<file path="src/rtl/ptbl_pkg.sv">
package ptbl_pkg;

  // Bucket array and field widths
  localparam int NUM_CODES    = 256;
  localparam int IDX_W        = (NUM_CODES > 1) ? $clog2(NUM_CODES) : 1;
  localparam int CODE_W       = 8;
  localparam int STATUS_W     = 16;
  localparam int TIME_W       = 48;
  localparam int TOK_W        = 16;
  localparam int RATE_W       = 10;
  localparam int BURST_W      = 7;
  localparam int ELAP_LO_W    = 16;
  localparam int PROD_W       = ELAP_LO_W + RATE_W;
  localparam int SUM_W        = PROD_W + 1;
  localparam int CAP_W        = BURST_W + RATE_W;

  // Configuration port
  localparam int CFG_IDX_W    = 1;
  localparam int CFG_W        = RATE_W;

  localparam logic [CFG_IDX_W-1:0] REG_RATE  = 1'd0;
  localparam logic [CFG_IDX_W-1:0] REG_BURST = 1'd1;

  // Constants
  localparam logic [TOK_W-1:0]   EVENT_COST   = 16'd1000;
  localparam logic [BURST_W-1:0] BURST_MAX    = 7'd64;
  localparam logic [TOK_W-1:0]   TOKENS_RESET = 16'd64000;
  localparam logic [RATE_W-1:0]  RATE_RESET   = 10'd10;
  localparam logic [BURST_W-1:0] BURST_RESET  = 7'd10;

  // Refill result handed from the arithmetic pipe to the write-back stage
  typedef struct packed {
    logic              sat;
    logic [PROD_W-1:0] prod;
    logic [TOK_W-1:0]  tokens;
  } refill_t;

  // Reduce a status code to a bucket index (code mod NUM_CODES) by restoring
  // subtraction, one shifted multiple of the bucket count per step.
  function automatic logic [IDX_W-1:0] code_to_idx(input logic [CODE_W-1:0] code);
    logic [CODE_W+8:0] rem;
    logic [CODE_W+8:0] step;
    rem = (CODE_W+9)'(code);
    for (int k = CODE_W - 1; k >= 0; k--) begin
      step = (CODE_W+9)'(NUM_CODES) << k;
      if (rem >= step) begin
        rem = rem - step;
      end
    end
    return rem[IDX_W-1:0];
  endfunction

endpackage

</file>
<file path="src/rtl/ptbl_refill.sv">
module ptbl_refill (
  input  logic                         clk,
  input  logic                         ld_a,
  input  logic                         ld_b,
  input  logic [ptbl_pkg::TIME_W-1:0]  stored_time,
  input  logic [ptbl_pkg::TOK_W-1:0]   stored_tokens,
  input  logic [ptbl_pkg::TIME_W-1:0]  now_ms,
  input  logic [ptbl_pkg::RATE_W-1:0]  rate,
  output ptbl_pkg::refill_t            refill
);
  import ptbl_pkg::*;

  logic [TIME_W-1:0]    elapsed;
  logic [ELAP_LO_W-1:0] elap_lo_r;
  logic                 elap_big_r;
  logic [TOK_W-1:0]     tok_a_r;
  refill_t              refill_r;

  // Elapsed time; a step backwards counts as nothing elapsed
  assign elapsed = (now_ms > stored_time) ? (now_ms - stored_time) : '0;

  // Stage A: hold low elapsed bits and flag a span too long to refill exactly
  always_ff @(posedge clk) begin
    if (ld_a) begin
      elap_lo_r  <= elapsed[ELAP_LO_W-1:0];
      elap_big_r <= |elapsed[TIME_W-1:ELAP_LO_W];
      tok_a_r    <= stored_tokens;
    end
  end

  // Stage B: multiply by the rate; a long span with nonzero rate always fills the bucket
  always_ff @(posedge clk) begin
    if (ld_b) begin
      refill_r.sat    <= elap_big_r && (rate != '0);
      refill_r.prod   <= PROD_W'(elap_lo_r) * PROD_W'(rate);
      refill_r.tokens <= tok_a_r;
    end
  end

  assign refill = refill_r;

endmodule

</file>
<file path="config.mk">
export PLATFORM = sky130hd
export DESIGN_NAME = ptbl_refill
export DESIGN_NICKNAME = d
export VERILOG_FILES = /design/src/rtl/ptbl_pkg.sv /design/src/rtl/ptbl_refill.sv
export SDC_FILE = /design/constraint.sdc
export NUM_CORES = 1
export LEC_CHECK = 0
export BUFFER_PORTS_ARGS = -buffer_cell sky130_fd_sc_hd__buf_2
export CAP_MARGIN = 20
export CORE_MARGIN = 3
export CORE_UTILIZATION = 45
export DETAILED_ROUTE_END_ITERATION = 12
export PLACE_DENSITY = 0.72
export SLEW_MARGIN = 10
export SYNTH_ARGS = -nofsm -noshare
export SYNTH_HDL_FRONTEND = slang
export SYNTH_SLANG_ARGS = --single-unit
export TNS_END_PERCENT = 10
</file>
<file path="constraint.sdc">
create_clock -name clk -period 6.7 [get_ports clk]
set_clock_uncertainty 0.2 [all_clocks]
set_input_delay 0.335 -clock clk [delete_from_list [all_inputs] [get_ports clk]]
set_output_delay 0.335 -clock clk [all_outputs]
set_load 0.05 [all_outputs]
</file>
==> reports/metrics.cfg, run 1 <==
[yosys]
post_synth.cell_area_avg_um2 = 8.96
synth-async-reset-ratio_pct = 0
syn_area_um2 = 10600
synthesis.nets = 1523
synth_compound_area_share_pct = 13.2
ys_top_cells_by_area = edfxtp_1 22%, fa_1 21%, ha_1 13%, inv_1 6.5%, and2_1 4.8%
synthAdderAreaFrac_pct = 34.0
synthCells = 1178
ys_seq_area_share_pct = 21.6
yosys-top-cells-count = 183 x inv_1, 124 x nand2_1, 111 x fa_1
yosys.area.top_type = edfxtp_1
synth_top_family_by_area = adder cells
synth.top_cell.area_share_pct = 21.6
yosys.area_share.simple_pct = 17.8
synth_ff_type = edfxtp_1
synthXorXnorAreaFrac_pct = 4.48
ys_seq_elements = 76
synth.most_common_cell = inv_1
synth_enable_flop_cells = 76
ys_types = 67
yosysWarnings = 0
synth.mux.area_fraction_pct = 0.391

[clock_tree]
clk_path_buf_depth = 2
clk_latency_ns = 0.34
cts_tree = done
htreeDepth = 3
cts_inserted_buffers = 9
clockRootBuffer = clkbuf_16
clock_sinks = 76
clk_pin_slew_ns = 0.07

[die]
die_w_um = 159
num_rows = 55
die_y_um = 159
io_pins = 168
die_area_um2 = 25300
placeableCoreArea_um2 = 22800
initial_core_util_pct = 46.2

[sta]
slew_viol_final = 0
finalCritPeriodShare_pct = 95.9
relSlewSlack_pct = 28.5
min_period_ns = 6.43
max_freq_mhz = 156
layout_setup_ws_ns = 0.274
fin_tns_setup_ns = 0
hold_ws_ns = 0.214
setup_violations = 0
hold_violations = 0
tightest_slew_ns = 1.07

[worst_setup_path]
cpLargestDelayFamily = adder cells
critPathKind = register to register
path_common_cell = fa_1
critPathCaptureType = register
crit_chain = and2_1 -> fa_1 -> fa_1 -> fa_1 -> fa_1 -> inv_1 -> fa_1 -> inv_1 -> ha_1 -> nor2b_1 -> a41oi_2 -> a211oi_1 -> o311a_1 -> o41ai_2 -> nor2b_1 -> o21ai_1 -> nand2b_1 -> a21o_1 -> a21oi_1 -> xnor2_1
critical_path_peak_fanout = 8
crit_path_top_delay_cell = edfxtp_1
critPathLaunchType = register
worstPathRequired_ns = 6.59
cp.arrival_ns = 6.31
critPathMaxStageDelay_ns = 0.55
path_buf_inv = 2

[power_and_ir_drop]
cellLeakagePower_nw = 5.98
irDropWorstVdd_mv = 0.426
powerDensity_nw_per_um2 = 477
p_total_mw = 5.84

[placed_design]
place_ws_ns = 0.0559
hpwl_um = 22500
dpl.cell_count = 1629
portBuffers = 167
dpl_cell_area_um2 = 11700
gp_congestion = 0.922

[global_route]
grt_max_degree = 44
grt_pass1_wl_um = 45600
overflow = 0
grt_pass1_vias = 9209
antenna_found_initial = 1
grt_usage_pct = 22.0

[drt]
vias_per_cell = 5.38
ant_nets = 0
routed_wl_um = 27500
drc = 0
firstDrtPassIters = 5
vias = 8975
initialDrtViolationCount = 594
wl_per_cell_um = 16.5

[layout]
multiInputGateArea_um2 = 7390
n_fill_cell = 2087
ff_latch_area_um2 = 2280
stdcell_area_um2 = 12200
finalNonFillerCells = 1667
syn_to_final_growth_pct = 15.9
fin_nets = 1694
final_util_pct = 53.6
drive_gt1_share_pct = 15.9

[status]
status = completed

[run]
cap_violations = 0

[hold_path]
hold_class = register to register

## registers in the layout, indices dropped and copies added (netlist names)
name / count
elap_big_r: 1
elap_lo_r: 16
refill: 43
tok_a_r: 16
## report_power, final
part,internal [mW],switching [mW],total [mW]
combinational,1.79,2.66,4.45
sequential,0.836,0.0538,0.890
clock,0.289,0.206,0.495
## per-layer routing
layer | part of all wire [%] | GRT usage, %
met4 | 2.8 | 7.04
met1 | 42 | 27.8
met5 | 0 | 0
met3 | 6.2 | 3.54
met2 | 49 | 38.6
## layout make-up
class,count,area share (%)
clock buffers,10,1.87
flip-flops and latches,76,18.7
clock inverters,5,0.501
well taps,313,3.20
repair buffers,208,9.65
inverters,186,5.71
multi-input cells,868,60.4
diodes,1,0.0205
## cell families (layout without fill, tap and decap cells)
kind of cell	count (synthesis)	in the layout
XOR/XNOR	54	54
buffers and inverters	234	409
AND/OR/NAND/NOR	376	376
flip-flops	76	76
multiplexers	4	4
AO/OA/AOI/OAI	214	214
other	0	1
adder cells (fa/ha/maj)	220	220
## path summary, 6_finish.rpt
kind | startpoint | endpoint | slack [ns] | depth (start not counted)
worst min register to register | tok_a_r[5]$_DFFE_PP_ | refill[5]$_DFFE_PP_ | 0.21 | 0
worst max-delay path | elap_lo_r[4]$_SDFFCE_PN0P_ | refill[41]$_DFFE_PP_ | 0.27 | 20
worst min-delay path | tok_a_r[5]$_DFFE_PP_ | refill[5]$_DFFE_PP_ | 0.21 | 0
worst max register to register | elap_lo_r[4]$_SDFFCE_PN0P_ | refill[41]$_DFFE_PP_ | 0.27 | 20
## placed cells by master, fill, tap and decap left out, types with 4 or more instances in the layout
cell type and n:
xnor2_1 36, a21oi_1 69, edfxtp_1 76, ha_1 109, o21bai_1 6, o2111ai_1 4
nor2b_1 9, nand2b_1 13, xor2_1 18, clkbuf_16 9, buf_4 24, fa_1 111
a31oi_1 7, a211oi_1 8, nand3_1 17, o21a_1 14, and2_1 81, o21ai_1 7
dlygate4sd3_1 16, o22ai_1 5, o31ai_1 4, o21ai_0 26, o211ai_1 12, nand2_1 124
nor2_1 60, nor3_1 21, nand4_1 15, inv_1 183, buf_2 168, nor4_1 9
or3_1 4, and3_1 5, a21o_1 23
## worst reg2reg max path, delay by kind of cell (launching register included)
family                   cells  cell delay, ns
adder cells (fa/ha/maj)      6            2.98
AO/OA/AOI/OAI                7            1.67
AND/OR/NAND/NOR              4            0.61
flip-flops                   1            0.55
buffers and inverters        2            0.10
XOR/XNOR                     1            0.09
## repair_timing
item                                    4_1_cts  5_1_grt
resized for setup                             0        2
endpoints found under the setup margin        0        2
buffers inserted                              0        6
hold buffers                                 16        0
hold endpoints to repair                     16        0
Note: power is estimated with default switching activity, not from simulation.
==> run 2: changes to the inputs <==
Settings changed: ABC_AREA set to 1, CORE_ASPECT_RATIO set to 1.5, PLACE_DENSITY 0.72 to 0.71.
==> run 2 against run 1 <==
  * Die area rose by 16%
  * Critical path depth rose by 1
  * Combinational power rose by 4%
  * Clock-buffer cell count fell by 1
  * Non-clock buffer count fell by 25
  * Worst setup slack improved by 0.88 ns
  * Core utilization fell by 1.7 points
  * Synthesized cell count rose by 55%
  * First-iteration DRC count fell by 6.2%
  * Design area rose by 13%
  * Routed wire length rose by 31%
  * Critical path type unchanged
==> reports/metrics.cfg, run 2 <==
[die]
initial_core_util_pct = 45.9  ; -0.26 points
die_area_um2 = 29300  ; +16%
io_pins = 168  ; unchanged
die_w_um = 141  ; -12%
num_rows = 73  ; +33%
die_y_um = 208  ; +31%
placeableCoreArea_um2 = 26700  ; +17%

[worst_setup_path]
critPathLaunchType = register
ff2ff_path_depth = 21  ; +5.0%
crit_path_start = elap_lo_r[5]$_SDFFCE_PN0P_
critPathCaptureType = register
timing.rr.start = elap_lo_r[5]$_SDFFCE_PN0P_
critical_path_peak_fanout = 10  ; +2
critPathKind = register to register
worstPathRequired_ns = 6.59  ; about the same
cp.arrival_ns = 5.44  ; -0.87 ns

[layout]
syn_to_final_growth_pct = 12.8
layout_commonest_cell = nand2_1
final_cell_mix = 641 x nand2_1, 475 x inv_1, 167 x buf_2, 125 x nor2_1, 111 x fa_1
final_util_pct = 51.8  ; -1.7 points
n_antenna_cell = 0  ; -1
largest_reg_flops = 43  ; unchanged
stdcell_area_um2 = 13800  ; +13%
fin_nets = 2324  ; +37%
drive_gt1_share_pct = 10.3  ; -5.6 points

[yosys]
synth_top_family_by_area = adder cells
synth_compound_area_share_pct = 4.56  ; -8.6 points
ys_seq_elements = 76  ; unchanged
yosysWarnings = 0  ; unchanged
synth.mux.area_fraction_pct = 0  ; -0.39 points
synth_ff_type = edfxtp_1
synthAdderAreaFrac_pct = 29.3  ; -4.7 points
post_synth.cell_area_avg_um2 = 6.72  ; -25%
yosys.area_share.simple_pct = 28.7  ; +11 points
yosys-top-cells-count = 641 x nand2_1, 475 x inv_1, 125 x nor2_1
ys_seq_area_share_pct = 18.6  ; -3.0 points
synth-async-reset-ratio_pct = 0  ; unchanged
ys_types = 34  ; -49%
synthCells = 1824  ; +55%
synthXorXnorAreaFrac_pct = 2.86  ; -1.6 points
synthesis.nets = 2169  ; +42%
synth_enable_flop_cells = 76  ; unchanged
ys_top_cells_by_area = nand2_1 20%, edfxtp_1 19%, fa_1 18%, inv_1 15%, ha_1 11%
yosys.area.top_type = nand2_1
synth.most_common_cell = nand2_1
synth.top_cell.area_share_pct = 19.6  ; -2.0 points
syn_area_um2 = 12300  ; +16%

[sta]
min_period_ns = 5.55  ; -0.879 ns
rsz0062_at_grt = no
finalCritPeriodShare_pct = 82.8  ; -13 points
setup_violations = 0  ; unchanged
relSlewSlack_pct = 36.3  ; +7.7 points
tightest_slew_ns = 0.956  ; -0.116 ns
hold_ws_ns = 0.220  ; +0.00597 ns
slew_viol_final = 0  ; unchanged
fin_tns_setup_ns = 0  ; unchanged
hold_violations = 0  ; unchanged
max_freq_mhz = 180  ; +16%

[power_and_ir_drop]
p_total_mw = 6.10  ; +4.4%
powerDensity_nw_per_um2 = 441  ; -7.6%
cellLeakagePower_nw = 8.39  ; +40%
irDropWorstVdd_mv = 0.574  ; +35%

[global_route]
busiest_layer = met2
antenna_found_initial = 0  ; -1
grt_pass1_wl_um = 57300  ; +26%
grtUsageMet1_pct = 22.0  ; -5.8 points
grtUsageMet3_pct = 1.86  ; -1.7 points
grt_pass1_vias = 12000  ; +30%
gr-usage-met2_pct = 49.7  ; +11 points
grt_usage_pct = 24.8  ; +2.9 points
overflow = 0  ; unchanged
grt_max_degree = 44  ; unchanged

[drt]
vias = 11600  ; +29%
vias_per_cell = 4.98  ; -7.6%
initialDrtViolationCount = 557  ; -6.2%
routed_wl_um = 36000  ; +31%
ant_nets = 0  ; unchanged
wl_per_cell_um = 15.5  ; -5.8%
firstDrtPassIters = 5  ; unchanged
drc = 0  ; unchanged

[clock_tree]
clock_sinks = 76  ; unchanged
clk_latency_ns = 0.36  ; +0.02 ns
post_cts_buffers = 0  ; unchanged
clockRootBuffer = clkbuf_16
clk_pin_slew_ns = 0.06  ; about the same
clk_path_buf_depth = 2  ; unchanged
htreeDepth = 3  ; unchanged
cts_inserted_buffers = 9  ; unchanged
cts_tree = done
hold_buffers = 16  ; unchanged
ctsResizeCount = 0  ; unchanged

[run]
cap_violations = 0  ; unchanged

[hold_path]
holdPathStages = 0  ; unchanged
hold_class = register to register
hold_path.startpoint = tok_a_r[10]$_DFFE_PP_

[placed_design]
dpl_cell_area_um2 = 13300  ; +14%
gp_congestion = 1.03  ; +12%
hpwl_um = 30900  ; +37%
portBuffers = 167  ; unchanged

[status]
status = completed

==> run 2: final timing paths <==
kind / end / slack (ns)
min: refill[10]$_DFFE_PP_ / 0.22
max reg2reg: refill[36]$_DFFE_PP_ / 1.15
max: refill[36]$_DFFE_PP_ / 1.15
min reg2reg: refill[10]$_DFFE_PP_ / 0.22
==> run 2: power by group <==
part / switching, mW / total, mW / internal (mW)
Sequential: 0.0635 / 0.918 / 0.855
Clock: 0.227 / 0.526 / 0.299
Combinational: 2.95 / 4.65 / 1.71
==> run 2: area by class of cell <==
class | instances | area [um^2]
clock inverter | 7 | 92.6
timing repair buffer | 183 | 996
multi-input combinational | 1231 | 8010
tap | 337 | 422
fill | 2661 | 12800
sequential | 76 | 2280
inverter | 478 | 1790
clock buffer | 9 | 225
==> run 2: logic make-up (layout without fill, tap and decap cells) <==
kind of cell	Yosys count	after routing
compound gates	100	100
xor+xnor	40	40
fa+ha+maj	220	220
buf+inv	517	677
flops	76	76
simple gates	871	871
==> run 2: layer usage <==
metal / wire (um) / part of all wire (%) / vias up
met1: 11200 / 31 / 5297
met5: 0 / 0 / -
met4: 3310 / 9.2 / 0
met3: 1350 / 3.7 / 152
met2: 20200 / 56 / 387
li1: - / - / 5715
==> run 2: stage by stage <==
stage	cells	setup WS, ns
after floorplan	1824	1.24
after global placement	2289	1.05
after detailed placement	2289	0.987
after CTS	2321	1.12
after global routing	2321	0.812
final	2321	1.15
==> run 2: critical path, stage by stage, from the launching register on <==
cell,delay (ns)
edfxtp_1,0.56
nand2_1,0.15
fa_1,0.56
inv_1,0.05
fa_1,0.50
inv_1,0.05
fa_1,0.47
inv_1,0.05
fa_1,0.57
inv_1,0.07
fa_1,0.55
inv_1,0.05
ha_1,0.38
nand2_1,0.10
o21ai_1,0.20
a21oi_1,0.09
o21ai_1,0.24
nand4_1,0.11
o211ai_1,0.15
nand2_1,0.08
nand2_1,0.08
xor2_1,0.06
